File: config.mk
export PLATFORM = sky130hd
export DESIGN_NAME = base64_stream_encoder_core
export DESIGN_NICKNAME = d
export VERILOG_FILES = /design/src/hdl/b64enc_pkg.sv /design/src/hdl/b64enc_front.sv /design/src/hdl/b64enc_queue.sv /design/src/hdl/b64enc_back.sv /design/src/hdl/base64_stream_encoder_core.sv
export SDC_FILE = /design/constraint.sdc
export NUM_CORES = 1
export LEC_CHECK = 0
export BUFFER_PORTS_ARGS = -buffer_cell sky130_fd_sc_hd__buf_2
export CORE_UTILIZATION = 65
export DETAILED_ROUTE_END_ITERATION = 8
export PLACE_DENSITY_LB_ADDON = 0.25
export SLEW_MARGIN = 10
export SYNTH_ARGS = -nofsm -noshare
export SYNTH_HDL_FRONTEND = slang
export SYNTH_SLANG_ARGS = --single-unit
export TNS_END_PERCENT = 1
File: constraint.sdc
create_clock -name clock -period 6.09 [get_ports clock]
set_input_delay 1.218 -clock clock [delete_from_list [all_inputs] [get_ports clock]]
set_output_delay 1.218 -clock clock [all_outputs]
set_load 0.05 [all_outputs]
File: src/hdl/b64enc_pkg.sv
// Shared types, constants and the symbol lookup for the base64 stream encoder.
package b64enc_pkg;

   localparam logic [7:0] PadChar     = 8'h3d;
   localparam logic [7:0] NewlineChar = 8'h0a;
   localparam logic [7:0] PlusChar    = 8'h2b;
   localparam logic [7:0] SlashChar   = 8'h2f;

   localparam logic [2:0] CharIdxFirst   = 3'd0;
   localparam logic [2:0] CharIdxSecond  = 3'd1;
   localparam logic [2:0] CharIdxThird   = 3'd2;
   localparam logic [2:0] CharIdxFourth  = 3'd3;
   localparam logic [2:0] CharIdxNewline = 3'd4;

   typedef struct packed {
      logic [7:0] byte0;
      logic [7:0] byte1;
      logic [7:0] byte2;
      logic [1:0] nbytes;
      logic       last;
      logic       newline;
   } group_type;

   function automatic logic [7:0] symbol(input logic [5:0] v);
      logic [7:0] r;
      begin
         if (v < 6'd26) begin
            r = 8'h41 + {2'b00, v};
         end else if (v < 6'd52) begin
            r = 8'h61 + {2'b00, v - 6'd26};
         end else if (v < 6'd62) begin
            r = 8'h30 + {2'b00, v - 6'd52};
         end else if (v == 6'd62) begin
            r = PlusChar;
         end else begin
            r = SlashChar;
         end
         return r;
      end
   endfunction

endpackage

File: src/hdl/b64enc_front.sv
// Front end: collects input bytes into groups of up to three and hands them on.
module b64enc_front (
   input  logic                   clock,
   input  logic                   reset,
   input  logic                   req_tvalid,
   output logic                   req_tready,
   input  logic [7:0]             req_tdata,
   input  logic                   req_tlast,
   input  logic                   newline_enable,
   input  logic                   q_ready,
   output logic                   q_push,
   output b64enc_pkg::group_type  q_entry
);

   logic [1:0] count_ff, count_in;
   logic [7:0] pend0_ff, pend0_in;
   logic [7:0] pend1_ff, pend1_in;
   logic       accept;
   logic       complete;

   assign req_tready = q_ready;
   assign accept     = req_tvalid && q_ready;
   assign complete   = req_tlast || (count_ff == 2'd2);
   assign q_push     = accept && complete;

   always_comb begin
      q_entry         = '0;
      q_entry.nbytes  = count_ff + 2'd1;
      q_entry.last    = req_tlast;
      q_entry.newline = newline_enable;
      unique case (count_ff)
         2'd0: begin
            q_entry.byte0 = req_tdata;
         end
         2'd1: begin
            q_entry.byte0 = pend0_ff;
            q_entry.byte1 = req_tdata;
         end
         default: begin
            q_entry.byte0 = pend0_ff;
            q_entry.byte1 = pend1_ff;
            q_entry.byte2 = req_tdata;
         end
      endcase
   end

   always_comb begin
      count_in = count_ff;
      pend0_in = pend0_ff;
      pend1_in = pend1_ff;
      if (accept) begin
         if (complete) begin
            count_in = 2'd0;
         end else begin
            count_in = count_ff + 2'd1;
            if (count_ff == 2'd0) begin
               pend0_in = req_tdata;
            end else begin
               pend1_in = req_tdata;
            end
         end
      end
   end

   always_ff @(posedge clock) begin
      if (reset) begin
         count_ff <= 2'd0;
      end else begin
         count_ff <= count_in;
      end
      pend0_ff <= pend0_in;
      pend1_ff <= pend1_in;
   end

endmodule

File: src/hdl/b64enc_queue.sv
// Two-entry queue of byte groups between the front and back ends.
module b64enc_queue (
   input  logic                   clock,
   input  logic                   reset,
   input  logic                   push,
   input  b64enc_pkg::group_type  push_entry,
   output logic                   push_ready,
   input  logic                   pop,
   output logic                   pop_valid,
   output b64enc_pkg::group_type  pop_entry
);

   b64enc_pkg::group_type slot_ff [2];
   logic       wr_ptr_ff, wr_ptr_in;
   logic       rd_ptr_ff, rd_ptr_in;
   logic [1:0] fill_ff, fill_in;
   logic       do_push;
   logic       do_pop;

   assign push_ready = (fill_ff != 2'd2);
   assign pop_valid  = (fill_ff != 2'd0);
   assign pop_entry  = slot_ff[rd_ptr_ff];
   assign do_push    = push && push_ready;
   assign do_pop     = pop && pop_valid;

   always_comb begin
      wr_ptr_in = do_push ? ~wr_ptr_ff : wr_ptr_ff;
      rd_ptr_in = do_pop ? ~rd_ptr_ff : rd_ptr_ff;
      fill_in   = fill_ff + {1'b0, do_push} - {1'b0, do_pop};
   end

   always_ff @(posedge clock) begin
      if (reset) begin
         wr_ptr_ff <= 1'b0;
         rd_ptr_ff <= 1'b0;
         fill_ff   <= 2'd0;
      end else begin
         wr_ptr_ff <= wr_ptr_in;
         rd_ptr_ff <= rd_ptr_in;
         fill_ff   <= fill_in;
      end
      if (do_push) begin
         slot_ff[wr_ptr_ff] <= push_entry;
      end
   end

endmodule

File: src/hdl/b64enc_back.sv
// Back end: turns one byte group into characters, one per beat, through an output register.
module b64enc_back (
   input  logic                   clock,
   input  logic                   reset,
   input  logic                   q_valid,
   input  b64enc_pkg::group_type  q_entry,
   output logic                   q_pop,
   output logic                   rsp_tvalid,
   input  logic                   rsp_tready,
   output logic [7:0]             rsp_tdata,
   output logic                   rsp_tlast
);

   logic                  busy_ff, busy_in;
   b64enc_pkg::group_type ent_ff, ent_in;
   logic [2:0]            idx_ff, idx_in;
   logic                  valid_ff, valid_in;
   logic [7:0]            data_ff, data_in;
   logic                  last_ff, last_in;
   logic                  load;
   logic                  at_end;
   logic [2:0]            end_idx;
   logic [23:0]           word;
   logic [7:0]            char_now;

   assign word    = {ent_ff.byte0, ent_ff.byte1, ent_ff.byte2};
   assign end_idx = (ent_ff.last && ent_ff.newline) ? b64enc_pkg::CharIdxNewline
                                                    : b64enc_pkg::CharIdxFourth;
   assign at_end  = (idx_ff == end_idx);
   assign load    = busy_ff && (!valid_ff || rsp_tready);
   assign q_pop   = q_valid && (!busy_ff || (load && at_end));

   always_comb begin
      unique case (idx_ff)
         b64enc_pkg::CharIdxFirst:  char_now = b64enc_pkg::symbol(word[23:18]);
         b64enc_pkg::CharIdxSecond: char_now = b64enc_pkg::symbol(word[17:12]);
         b64enc_pkg::CharIdxThird:
            char_now = (ent_ff.nbytes >= 2'd2) ? b64enc_pkg::symbol(word[11:6])
                                               : b64enc_pkg::PadChar;
         b64enc_pkg::CharIdxFourth:
            char_now = (ent_ff.nbytes >= 2'd3) ? b64enc_pkg::symbol(word[5:0])
                                               : b64enc_pkg::PadChar;
         default:                   char_now = b64enc_pkg::NewlineChar;
      endcase
   end

   always_comb begin
      busy_in  = busy_ff;
      ent_in   = ent_ff;
      idx_in   = idx_ff;
      valid_in = valid_ff;
      data_in  = data_ff;
      last_in  = last_ff;
      if (q_pop) begin
         busy_in = 1'b1;
         ent_in  = q_entry;
         idx_in  = b64enc_pkg::CharIdxFirst;
      end else if (load && at_end) begin
         busy_in = 1'b0;
      end else if (load) begin
         idx_in = idx_ff + 3'd1;
      end
      if (load) begin
         valid_in = 1'b1;
         data_in  = char_now;
         last_in  = at_end && ent_ff.last;
      end else if (rsp_tready) begin
         valid_in = 1'b0;
      end
   end

   always_ff @(posedge clock) begin
      if (reset) begin
         busy_ff  <= 1'b0;
         valid_ff <= 1'b0;
      end else begin
         busy_ff  <= busy_in;
         valid_ff <= valid_in;
      end
      ent_ff  <= ent_in;
      idx_ff  <= idx_in;
      data_ff <= data_in;
      last_ff <= last_in;
   end

   assign rsp_tvalid = valid_ff;
   assign rsp_tdata  = data_ff;
   assign rsp_tlast  = last_ff;

endmodule

File: src/hdl/base64_stream_encoder_core.sv
// Top level of the base64 stream encoder: front end, group queue, back end, option register.
//
//  channel | direction | tdata            | tlast
//  req     | in        | [7:0] data_byte  | last_byte
//  rsp     | out       | [7:0] out_char   | out_last
//  csr     | in        | csr_wr_data = newline_enable, written when csr_wr_en
//
//  A byte is taken each cycle while the two-entry group queue has room.
//  Each group leaves as four characters (five with the newline), one per cycle through
//  the output register while rsp is not stalled.
//  A completing byte goes through a queue slot, the group register and the output register.
//  Synchronous reset clears byte count, queue state, busy and valid; newline_enable resets to 1.
//  An rsp stall holds the current character and backs up into the queue and req.
module base64_stream_encoder_core (
   input  logic       clock,
   input  logic       reset,
   input  logic       req_tvalid,
   output logic       req_tready,
   input  logic [7:0] req_tdata,   // [7:0] data_byte
   input  logic       req_tlast,
   output logic       rsp_tvalid,
   input  logic       rsp_tready,
   output logic [7:0] rsp_tdata,   // [7:0] out_char
   output logic       rsp_tlast,
   input  logic       csr_wr_en,
   input  logic       csr_wr_data
);

   logic                  newline_ff, newline_in;
   logic                  q_ready;
   logic                  q_push;
   b64enc_pkg::group_type push_entry;
   logic                  q_pop;
   logic                  q_valid;
   b64enc_pkg::group_type pop_entry;

   assign newline_in = csr_wr_en ? csr_wr_data : newline_ff;

   always_ff @(posedge clock) begin
      if (reset) begin
         newline_ff <= 1'b1;
      end else begin
         newline_ff <= newline_in;
      end
   end

   b64enc_front u_front (
      .clock          (clock),
      .reset          (reset),
      .req_tvalid     (req_tvalid),
      .req_tready     (req_tready),
      .req_tdata      (req_tdata),
      .req_tlast      (req_tlast),
      .newline_enable (newline_ff),
      .q_ready        (q_ready),
      .q_push         (q_push),
      .q_entry        (push_entry)
   );

   b64enc_queue u_queue (
      .clock      (clock),
      .reset      (reset),
      .push       (q_push),
      .push_entry (push_entry),
      .push_ready (q_ready),
      .pop        (q_pop),
      .pop_valid  (q_valid),
      .pop_entry  (pop_entry)
   );

   b64enc_back u_back (
      .clock      (clock),
      .reset      (reset),
      .q_valid    (q_valid),
      .q_entry    (pop_entry),
      .q_pop      (q_pop),
      .rsp_tvalid (rsp_tvalid),
      .rsp_tready (rsp_tready),
      .rsp_tdata  (rsp_tdata),
      .rsp_tlast  (rsp_tlast)
   );

endmodule

Yosys cells after proc, flatten, opt, wreduce, memory -nomap -nowiden
Memories as Yosys holds them, arrays and structs flattened. A register that Yosys moved wholly into a read port is not among the register bits.
Cells that the tools add are included.

operators by class
  add/sub/neg operators = 24
  magnitude comparators = 14
  eq/ne operators = 11
  muxes and demuxes = 30
  bitwise gates (word level) = 5
  reduce and logical (&&, ||, !) cells = 23

operators by type and width
  operator             count
  $mux 8               16
  $add 7x6->8 const A  8
  $lt 6x6->1 const B   8
  $pmux 8 s4           1
  $add 6x6->7 const A  4
  $eq 6x6->1 const B   4
  $lt 6x5->1 const B   4
  $sub 6x5->6 const B  4
  $sub 6x6->6 const B  4
  $pmux 8 s2           1
  $mux 3               5
  $logic_and 1x1->1    9
  $eq 3x2->1 const B   2
  $mux 1               6
  $reduce_bool 2->1    3
  $not 1->1            5
  $ge 2x2->1 const B   2
  $reduce_and 2->1     2
  $add 3x1->3 const B  1
  $eq 3x1->1 const B   1
  $eq 3x3->1           1
  $logic_not 3->1      1
  $logic_or 1x1->1     3
  $reduce_and 3->1     1
  other kinds (10)     11

word-level totals
  flip-flop bits (word level) = 37
  bits in writable memories = 56
  output and inout bits = 11
  logic and storage cells = 120
  memories kept = 1

memories
  memory           words  width  rd ports  clocked after memory_dff  write ports  line                source
  u_queue.slot_ff  2      28     1         1                         1            b64enc_queue.sv:13  b64enc_pkg::group_type slot_ff [2];

Depth between registers and ports, before layout
Gate-level depths: netlist of run 1.

  depth in word-level cells = 8
  depth in mapped cells = 11
  gate-level depth less buffers = 10

Cells and area by module
A second synthesis of run 1 with hierarchy kept.

unflattened totals
  cells, all modules = 590
  area total of the unflattened synthesis = 6867.8 µm²

modules (own cells, without submodules)
  module                      times used  cells an instance  area each (µm²)  sequential area each (µm²)
  b64enc_back                 1           404                3639.7           1211.2
  b64enc_queue                1           116                2284.7           1781.7
  b64enc_front                1           67                 908.4            520.5
  base64_stream_encoder_core  1           3                  35.0             20.0

Least setup slack after synthesis of run 1
No wires, ideal clock.

  path kind = in2reg
  from = input req_tvalid
  to = memory u_queue.slot_ff[0][0] (netlist bit), enable pin
  library setup time = 0.448 ns
  data arrival time = 3.312 ns
  data required time = 5.642 ns
  slack = 2.330 ns
  stages on the path = 2
  buffers on the path = 0
  cells stage by stage = nand2_1 > nor3_1

between the ends
  word-level cells in the longest chain between the ends = 5

ends and longest elaborated chain
  item                          line                              source
  from (decl)                   base64_stream_encoder_core.sv:17  input logic req_tvalid,
  $logic_and 1x1->1             b64enc_front.sv:22                assign accept = req_tvalid && q_ready;
  $logic_and 1x1->1             b64enc_front.sv:24                assign q_push = accept && complete;
  $logic_and 1x1->1             b64enc_queue.sv:23                assign do_push = push && push_ready;
  $mux 1                        b64enc_queue.sv:42                if (do_push) begin
  $mux 1 (not written as such)  b64enc_queue.sv:43                slot_ff[wr_ptr_ff] <= push_entry;
  to (decl)                     b64enc_queue.sv:13

No other way between the ends.

Worst setup path in the final report of run 1
  from = register u_back.idx_ff[2]
  to = register u_queue.fill_ff[1]

between the ends
  word-level cells in the longest chain between the ends = 6

ends and longest elaborated chain
  item                    line                              source
  from (decl)             b64enc_back.sv:16                 logic [2:0] idx_ff, idx_in;
  from (signal assigned)  b64enc_back.sv:81                 idx_ff <= idx_in;
  $eq 3x3->1              b64enc_back.sv:29                 assign at_end = (idx_ff == end_idx);
  $logic_and 1x1->1       b64enc_back.sv:31                 assign q_pop = q_valid && (!busy_ff || (load && at_end));
  $logic_or 1x1->1        b64enc_back.sv:31
  $logic_and 1x1->1       b64enc_back.sv:31
  named net q_pop         base64_stream_encoder_core.sv:33  logic q_pop;
  $logic_and 1x1->1       b64enc_queue.sv:24                assign do_pop = pop && pop_valid;
  $sub 2x1->2             b64enc_queue.sv:29                fill_in = fill_ff + {1'b0, do_push} - {1'b0, do_pop};
  to (signal assigned)    b64enc_queue.sv:40                fill_ff <= fill_in;
  to (decl)               b64enc_queue.sv:16                logic [1:0] fill_ff, fill_in;

The timed path passes the listed nets, and every way through them passes these cells.
A chain may end at the register's enable or synchronous reset.

==> metrics.md, run 1 <==
| Metric | Value |
|---|---|
| Via count | `4,633` |
| Worst slew pin tran | `0.869 ns` |
| Most frequent cell after synthesis | `edfxtp_1` |
| Max-cap viol count | `0` |
| Layout cells sized above 1 | `17.6%` |
| Fillers | `659` |
| Number of DRC markers in iteration 0 | `306` |
| FP Rows | `37` |
| IO buf count | `25` |
| Area Growth Syn to Fin | `11.7%` |
| # IOs | `26` |
| RePlAce Congestion | `0.966` |
| Status | `finished, final reports clean` |
| Slew Viols, Final | `0` |
| Primary FF master, synth | `edfxtp_1` |
| Crit path DAT | `3.09 ns` |
| Worst-case hold slack | `0.468 ns` |
| DR WL/cell | `17.9 um` |
| Synth Instances | `586` |
| Width of the die | `105 um` |
| Core region area | `0.0103 sq mm` |
| Net count reported at finish | `676` |
| VDD IR max | `248 uV` |
| Most frequent cells after synthesis | `edfxtp_1, ha_1, nor2_1` |
| Area leader, netlist | `edfxtp_1` |
| Die Height | `105 um` |
| Worst-Skew Late Latency | `0.52 ns` |
| Placed insts | `728` |
| CTS tree | `built` |
| Met3 Usage GRT | `5.18%` |
| CP Launch Type | `flip-flop` |
| Yosys warnings | `0` |
| Place WS | `3.02 ns` |
| Worst Path Required | `6.49 ns` |
| Cts bufs inserted | `17` |
| CP cell instances | `nand4b_1 > o22ai_1 > a21o_1 > o21a_1 > buf_4 > ha_1 > inv_1 > ha_1 > xor2_1 > xnor2_1 > nor2_1` |
| CP Buf/Inv Count | `2` |
| Leakage | `2.91 nW` |
| Setup_tns | `0 ns` |
| RSZ-0062 raised after global routing | `false` |
| Wire length of the first global-routing pass | `22,500 um` |
| Slowest-stage cell, CP | `dfxtp_1` |
| Top delay family on crit path | `flip-flops` |
| Number of global-route vias before repair | `4,547` |
| FFs w/ async S/R, synth | `0%` |
| Pwr/cell area | `497 mW/mm^2` |
| DR DRC count | `0` |
| Hold buffer count at cts | `0` |
| Share of the synthesized area in the top cell type | `47.8%` |
| Die Area | `0.0109 sq mm` |
| Clock transition at the registers of the reported paths | `0.06 ns` |
| #FFs+latches synth | `121` |
| Pwr Total | `3.80 mW` |
| Hold Path Depth | `0` |
| Top cells by area, synth | `edfxtp_1, ha_1, mux2_2` |
| Initial core utilization | `66.6%` |
| Synth unique cells | `63` |
| Post-CTS Setup Bufs | `0` |
| Fin Clk Skew | `0.00877 ns` |
| Multi-input gate area | `0.00311 sq mm` |
| Cell with the most instances on the worst path | `ha_1` |
| GRT Max-Usage Layer | `met2` |
| Hold Crit Class | `flip-flop to flip-flop` |
| Initial antenna violation count | `0` |
| Maximum clock frequency | `373 MHz` |
| Seq. cell area | `0.00351 sq mm` |
| Syn nets | `651` |
| Dpl hpwl | `9400 um` |
| All-Layer GR Usage | `26.6%` |
| Worst reg-to-reg path cell count | `11` |
| Vias per cell | `6.10` |
| Antenna-violating nets left | `0` |
| CP max FO | `33` |
| Ant. Diodes | `0` |
| Setup WS post-layout | `3.41 ns` |
| Post-Route WL | `13,600 um` |
| Worst setup EP type | `flip-flop` |
| Largest net degree at the start of global routing | `34` |
| Final hold viol count | `0` |
| Post-cts resize count | `0` |
| Mapped Area | `0.00685 sq mm` |
| Met1 usage | `35.4%` |
| Final period util | `44.0%` |
| Sink Count | `121` |
| H-tree depth | `4` |
| Crit path time final | `2.68 ns` |
| WS Path Type | `flip-flop to flip-flop` |
| Final Setup Violations | `0` |
| Mapped Avg Cell Area | `11.7 sq um` |
| Post-synth EDFFs | `109` |
| Post-synthesis sequential area ratio | `51.3%` |
| Critical Path Max Stage Delay | `0.56 ns` |
| DR pass1 iterations | `4` |
| Overflow after GRT | `0` |
| Slew headroom | `41.9%` |
| Clock Root Buffer | `clkbuf_8` |
| CTS max path bufs | `2` |
| Final non-filler cell total | `760` |
| Met2 usage | `41.8%` |
| Worst path depth | `11` |
==> layout by cell type, fill, tap and decap left out, drive strengths merged, types with 18 or more instances in the layout <==
cell / synthesis / routed
nor2: 41 / 41
xnor2: 20 / 20
edfxtp: 109 / 109
nand2: 40 / 40
a21oi: 29 / 29
xor2: 23 / 23
ha: 50 / 50
mux2: 36 / 36
clkbuf: 9 / 18
buf: 14 / 29
inv: 30 / 37
o21ai: 28 / 28
==> sequential cells by signal, summed over array words and instances (netlist names) <==
name and flops:
u_back.ent_ff 28, u_queue.wr_ptr_ff 1, u_queue.fill_ff 2, u_front.pend1_ff 8, newline_ff 1, u_back.rsp_tdata 8, u_back.idx_ff 3, u_front.count_ff 2
u_back.rsp_tlast 1, u_back.busy_ff 1, u_queue.slot_ff 56, u_queue.rd_ptr_ff 1, u_front.pend0_ff 8, u_back.rsp_tvalid 1
==> kinds of logic (layout without fill, tap and decap cells) <==
logic type / after synthesis / count (layout) / share of synthesized area, %
simple gates: 155 / 155 / 11.6
xor+xnor: 43 / 43 / 5.61
compound gates: 126 / 126 / 12.8
flops: 121 / 121 / 51.3
fa+ha+maj: 50 / 50 / 9.14
buf+inv: 53 / 91 / 3.29
mux: 38 / 38 / 6.21
==> through the flow <==
stage	area [sq um]	utilization, %
floorplan	6850	-
global placement	7060	68.7
detailed placement	7060	68.7
CTS	7650	74.4
global route	7650	74.4
finish	7650	74.4
==> layout make-up <==
| class | count | area share (%) |
|---|---|---|
| Sequential cell | 121 | 45.9 |
| Multi-Input combinational cell | 412 | 40.7 |
| Clock buffer | 18 | 5.60 |
| Tap cell | 136 | 2.23 |
| Clock inverter | 14 | 2.03 |
| Timing Repair Buffer | 29 | 2.03 |
| Inverter | 30 | 1.47 |
==> per-layer routing <==
layer  vias up  routed length (um)
met1      2221                5970
met4         0                 506
met2       161                6530
li1       2214                   -
met5         -                   0
met3        37                 628
==> worst paths after layout <==
kind	from	endpoint	slack, ns
min	newline_ff$_SDFFE_PP1P_	u_queue.slot_ff[0][0]$_DFFE_PP_	0.47
max	u_back.idx_ff[2]$_SDFFE_PP0P_	u_queue.fill_ff[1]$_SDFF_PP0_	3.41
min reg2reg	newline_ff$_SDFFE_PP1P_	u_queue.slot_ff[0][0]$_DFFE_PP_	0.47
max reg2reg	u_back.idx_ff[2]$_SDFFE_PP0P_	u_queue.fill_ff[1]$_SDFF_PP0_	3.41
==> where the power goes <==
| group | internal, mW | switching (mW) | total [mW] | leakage [nW] |
|---|---|---|---|---|
| Sequential | 1.13 | 0.208 | 1.34 | 1.13 |
| Combinational | 0.593 | 0.898 | 1.49 | 1.50 |
| Clock | 0.569 | 0.400 | 0.969 | 0.284 |
| Total | 2.29 | 1.51 | 3.80 | 2.91 |
(Power assumes the default switching activity.)
==> run 2: changes to the inputs <==
--- a/config.mk
+++ b/config.mk
@@ -6,7 +6,7 @@
 export NUM_CORES = 1
 export LEC_CHECK = 0
 export BUFFER_PORTS_ARGS = -buffer_cell sky130_fd_sc_hd__buf_2
-export CORE_UTILIZATION = 65
+export CORE_UTILIZATION = 62
 export DETAILED_ROUTE_END_ITERATION = 8
 export PLACE_DENSITY_LB_ADDON = 0.25
 export SLEW_MARGIN = 10
==> constraint.sdc (replaced) <==
create_clock -name clock -period 2.8 [get_ports clock]
set_input_delay 0.56 -clock clock [delete_from_list [all_inputs] [get_ports clock]]
set_output_delay 0.56 -clock clock [all_outputs]
set_load 0.05 [all_outputs]
==> metrics.md, run 2 (synthesis gave the netlist of run 1 again) <==
| Metric | Value |
|---|---|
| Largest registers | `u_queue.slot_ff: 56 flops, u_back.ent_ff: 28 flops` |
| Hold buffer count at cts | `0` |
| RSZ-0062 raised after global routing | `false` |
| DR WL/cell | `17.8 um` |
| Maximum clock frequency | `417 MHz` |
| Multi-input gate area | `0.00312 sq mm` |
| WS Path Type | `flip-flop to flip-flop` |
| Worst reg-to-reg path cell count | `8` |
| Number of DRC markers in iteration 0 | `367` |
| RR Endpoint | `u_back.rsp_tdata[5]$_DFFE_PP_` |
| Worst r2r src | `u_back.ent_ff[6]$_DFFE_PP_` |
| CTS tree | `built` |
| Commonest non-fill, non-tap cell in the layout | `edfxtp_1` |
| Hold Path Depth | `2` |
| CTS max path bufs | `2` |
| Clock transition at the registers of the reported paths | `0.06 ns` |
| Worst hold path endpoint | `newline_ff$_SDFFE_PP1P_` |
| FP Rows | `38` |
| Setup_tns | `0 ns` |
| Fillers | `729` |
| CP Launch Type | `flip-flop` |
| Area Growth Syn to Fin | `12.7%` |
| Dpl hpwl | `9680 um` |
| Overflow after GRT | `0` |
| Worst-Skew Late Latency | `0.52 ns` |
| HP Start | `csr_wr_data` |
| Slew headroom | `52.8%` |
| Max-cap viol count | `0` |
| Max reg flops | `56` |
| Critical Path Max Stage Delay | `0.47 ns` |
| Antenna-violating nets left | `0` |
| Largest net degree at the start of global routing | `33` |
| R2R Setup Slk | `0.40 ns` |
| CP cell instances | `inv_1 > ha_1 > a21o_1 > xnor2_1 > a21oi_1 > nand2b_1 > a22oi_1 > a41oi_2` |
| VDD IR max | `583 uV` |
| Die Area | `0.0115 sq mm` |
| Pwr/cell area | `1080 mW/mm^2` |
| Setup WS post-layout | `0.401 ns` |
| Wire length of the first global-routing pass | `22,000 um` |
| Sink Count | `121` |
| CP max FO | `7` |
| DR pass1 iterations | `5` |
| Vias per cell | `5.90` |
| Initial antenna violation count | `1` |
| Worst slew pin tran | `0.706 ns` |
| Layout cells sized above 1 | `18.4%` |
| Post-CTS Setup Bufs | `0` |
| Final Setup Violations | `0` |
| Worst setup EP type | `flip-flop` |
| Biggest register | `u_queue.slot_ff` |
| Slew Viols, Final | `0` |
| Final period util | `85.7%` |
| Ant. Diodes | `0` |
| Initial core utilization | `63.4%` |
| Crit path time final | `2.40 ns` |
| Post-Route WL | `13,700 um` |
| Net count reported at finish | `682` |
| Highest-count cells in the layout ignoring fill and taps | `edfxtp_1, ha_1, nor2_1` |
| IO buf count | `25` |
| All-Layer GR Usage | `25.6%` |
| Worst Path Required | `3.05 ns` |
| Fin Clk Skew | `0.00643 ns` |
| Cts bufs inserted | `17` |
| Number of global-route vias before repair | `4,450` |
| Leakage | `2.96 nW` |
| Place WS | `0.437 ns` |
| Crit path DAT | `2.65 ns` |
| Post-cts resize count | `0` |
| Core region area | `0.0108 sq mm` |
| RePlAce Congestion | `0.942` |
| Status | `finished, final reports clean` |
| Seq. cell area | `0.00351 sq mm` |
| H-tree depth | `4` |
| Final hold viol count | `0` |
| Slowest-stage cell, CP | `edfxtp_1` |
| Via count | `4,546` |
| Clock Root Buffer | `clkbuf_8` |
| # IOs | `26` |
| Die Height | `107 um` |
| Width of the die | `107 um` |
| DR DRC count | `0` |
| Hold Crit Class | `primary input to flip-flop` |
run 2: layout make-up:
class | count | area share [%]
flip-flops and latches | 121 | 45.5
well taps | 140 | 2.27
multi-input cells | 412 | 40.4
clock buffers | 18 | 5.54
inverters | 30 | 1.46
repair buffers | 35 | 2.59
clock inverters | 14 | 2.20
run 2: worst max-delay path by stage:
stage / slack [ns] / to / from / cells after the start
4_1_cts: 0.42 / u_back.rsp_tdata[5]$_DFFE_PP_ / u_back.ent_ff[6]$_DFFE_PP_ / 9
3_3_place_gp: 0.49 / u_back.rsp_tdata[5]$_DFFE_PP_ / u_back.ent_ff[6]$_DFFE_PP_ / 9
3_5_place_dp: 0.44 / u_back.rsp_tdata[5]$_DFFE_PP_ / u_back.ent_ff[6]$_DFFE_PP_ / 9
2_1_floorplan: 0.07 / u_queue.fill_ff[1]$_SDFF_PP0_ / u_back.idx_ff[2]$_SDFFE_PP0P_ / 11
5_1_grt: 0.20 / u_back.rsp_tdata[5]$_DFFE_PP_ / u_back.ent_ff[6]$_DFFE_PP_ / 9
6_report: 0.40 / u_back.rsp_tdata[5]$_DFFE_PP_ / u_back.ent_ff[6]$_DFFE_PP_ / 8
run 2: per-stage QoR:
| step | cell area [sq um] | instances | util, % | power (mW) | hold WS (ns) |
|---|---|---|---|---|---|
| floorplan | 6850 | 586 | - | 5.41 | 0.418 |
| global placement | 7120 | 738 | 66.0 | 6.11 | 0.432 |
| detailed placement | 7120 | 738 | 66.0 | 6.18 | 0.467 |
| CTS | 7720 | 770 | 71.5 | 8.38 | 0.231 |
| global route | 7720 | 770 | 71.5 | 8.89 | 0.238 |
| finish | 7720 | 770 | 71.5 | 8.37 | 0.252 |
run 2: layer usage:
metal	track usage (%)	up-vias	routed length, um
li1	-	2233	-
met1	32.7	2158	6170
met2	41.7	121	6520
met3	5.11	34	623
met4	12.6	0	425
met5	0	-	0
run 2: power by group:
group | internal (mW) | total [mW] | switching (mW)
clock network | 1.38 | 2.17 | 0.783
registers | 2.46 | 2.87 | 0.409
logic | 1.33 | 3.34 | 2.01
total | 5.17 | 8.37 | 3.21
run 2: worst max-delay path, delay by kind of cell (launching register included):
kind | cells | cell delay [ns]
compound gates | 4 | 0.85
xor+xnor | 1 | 0.27
fa+ha+maj | 1 | 0.22
buf+inv | 1 | 0.14
flops | 1 | 0.47
simple gates | 1 | 0.18
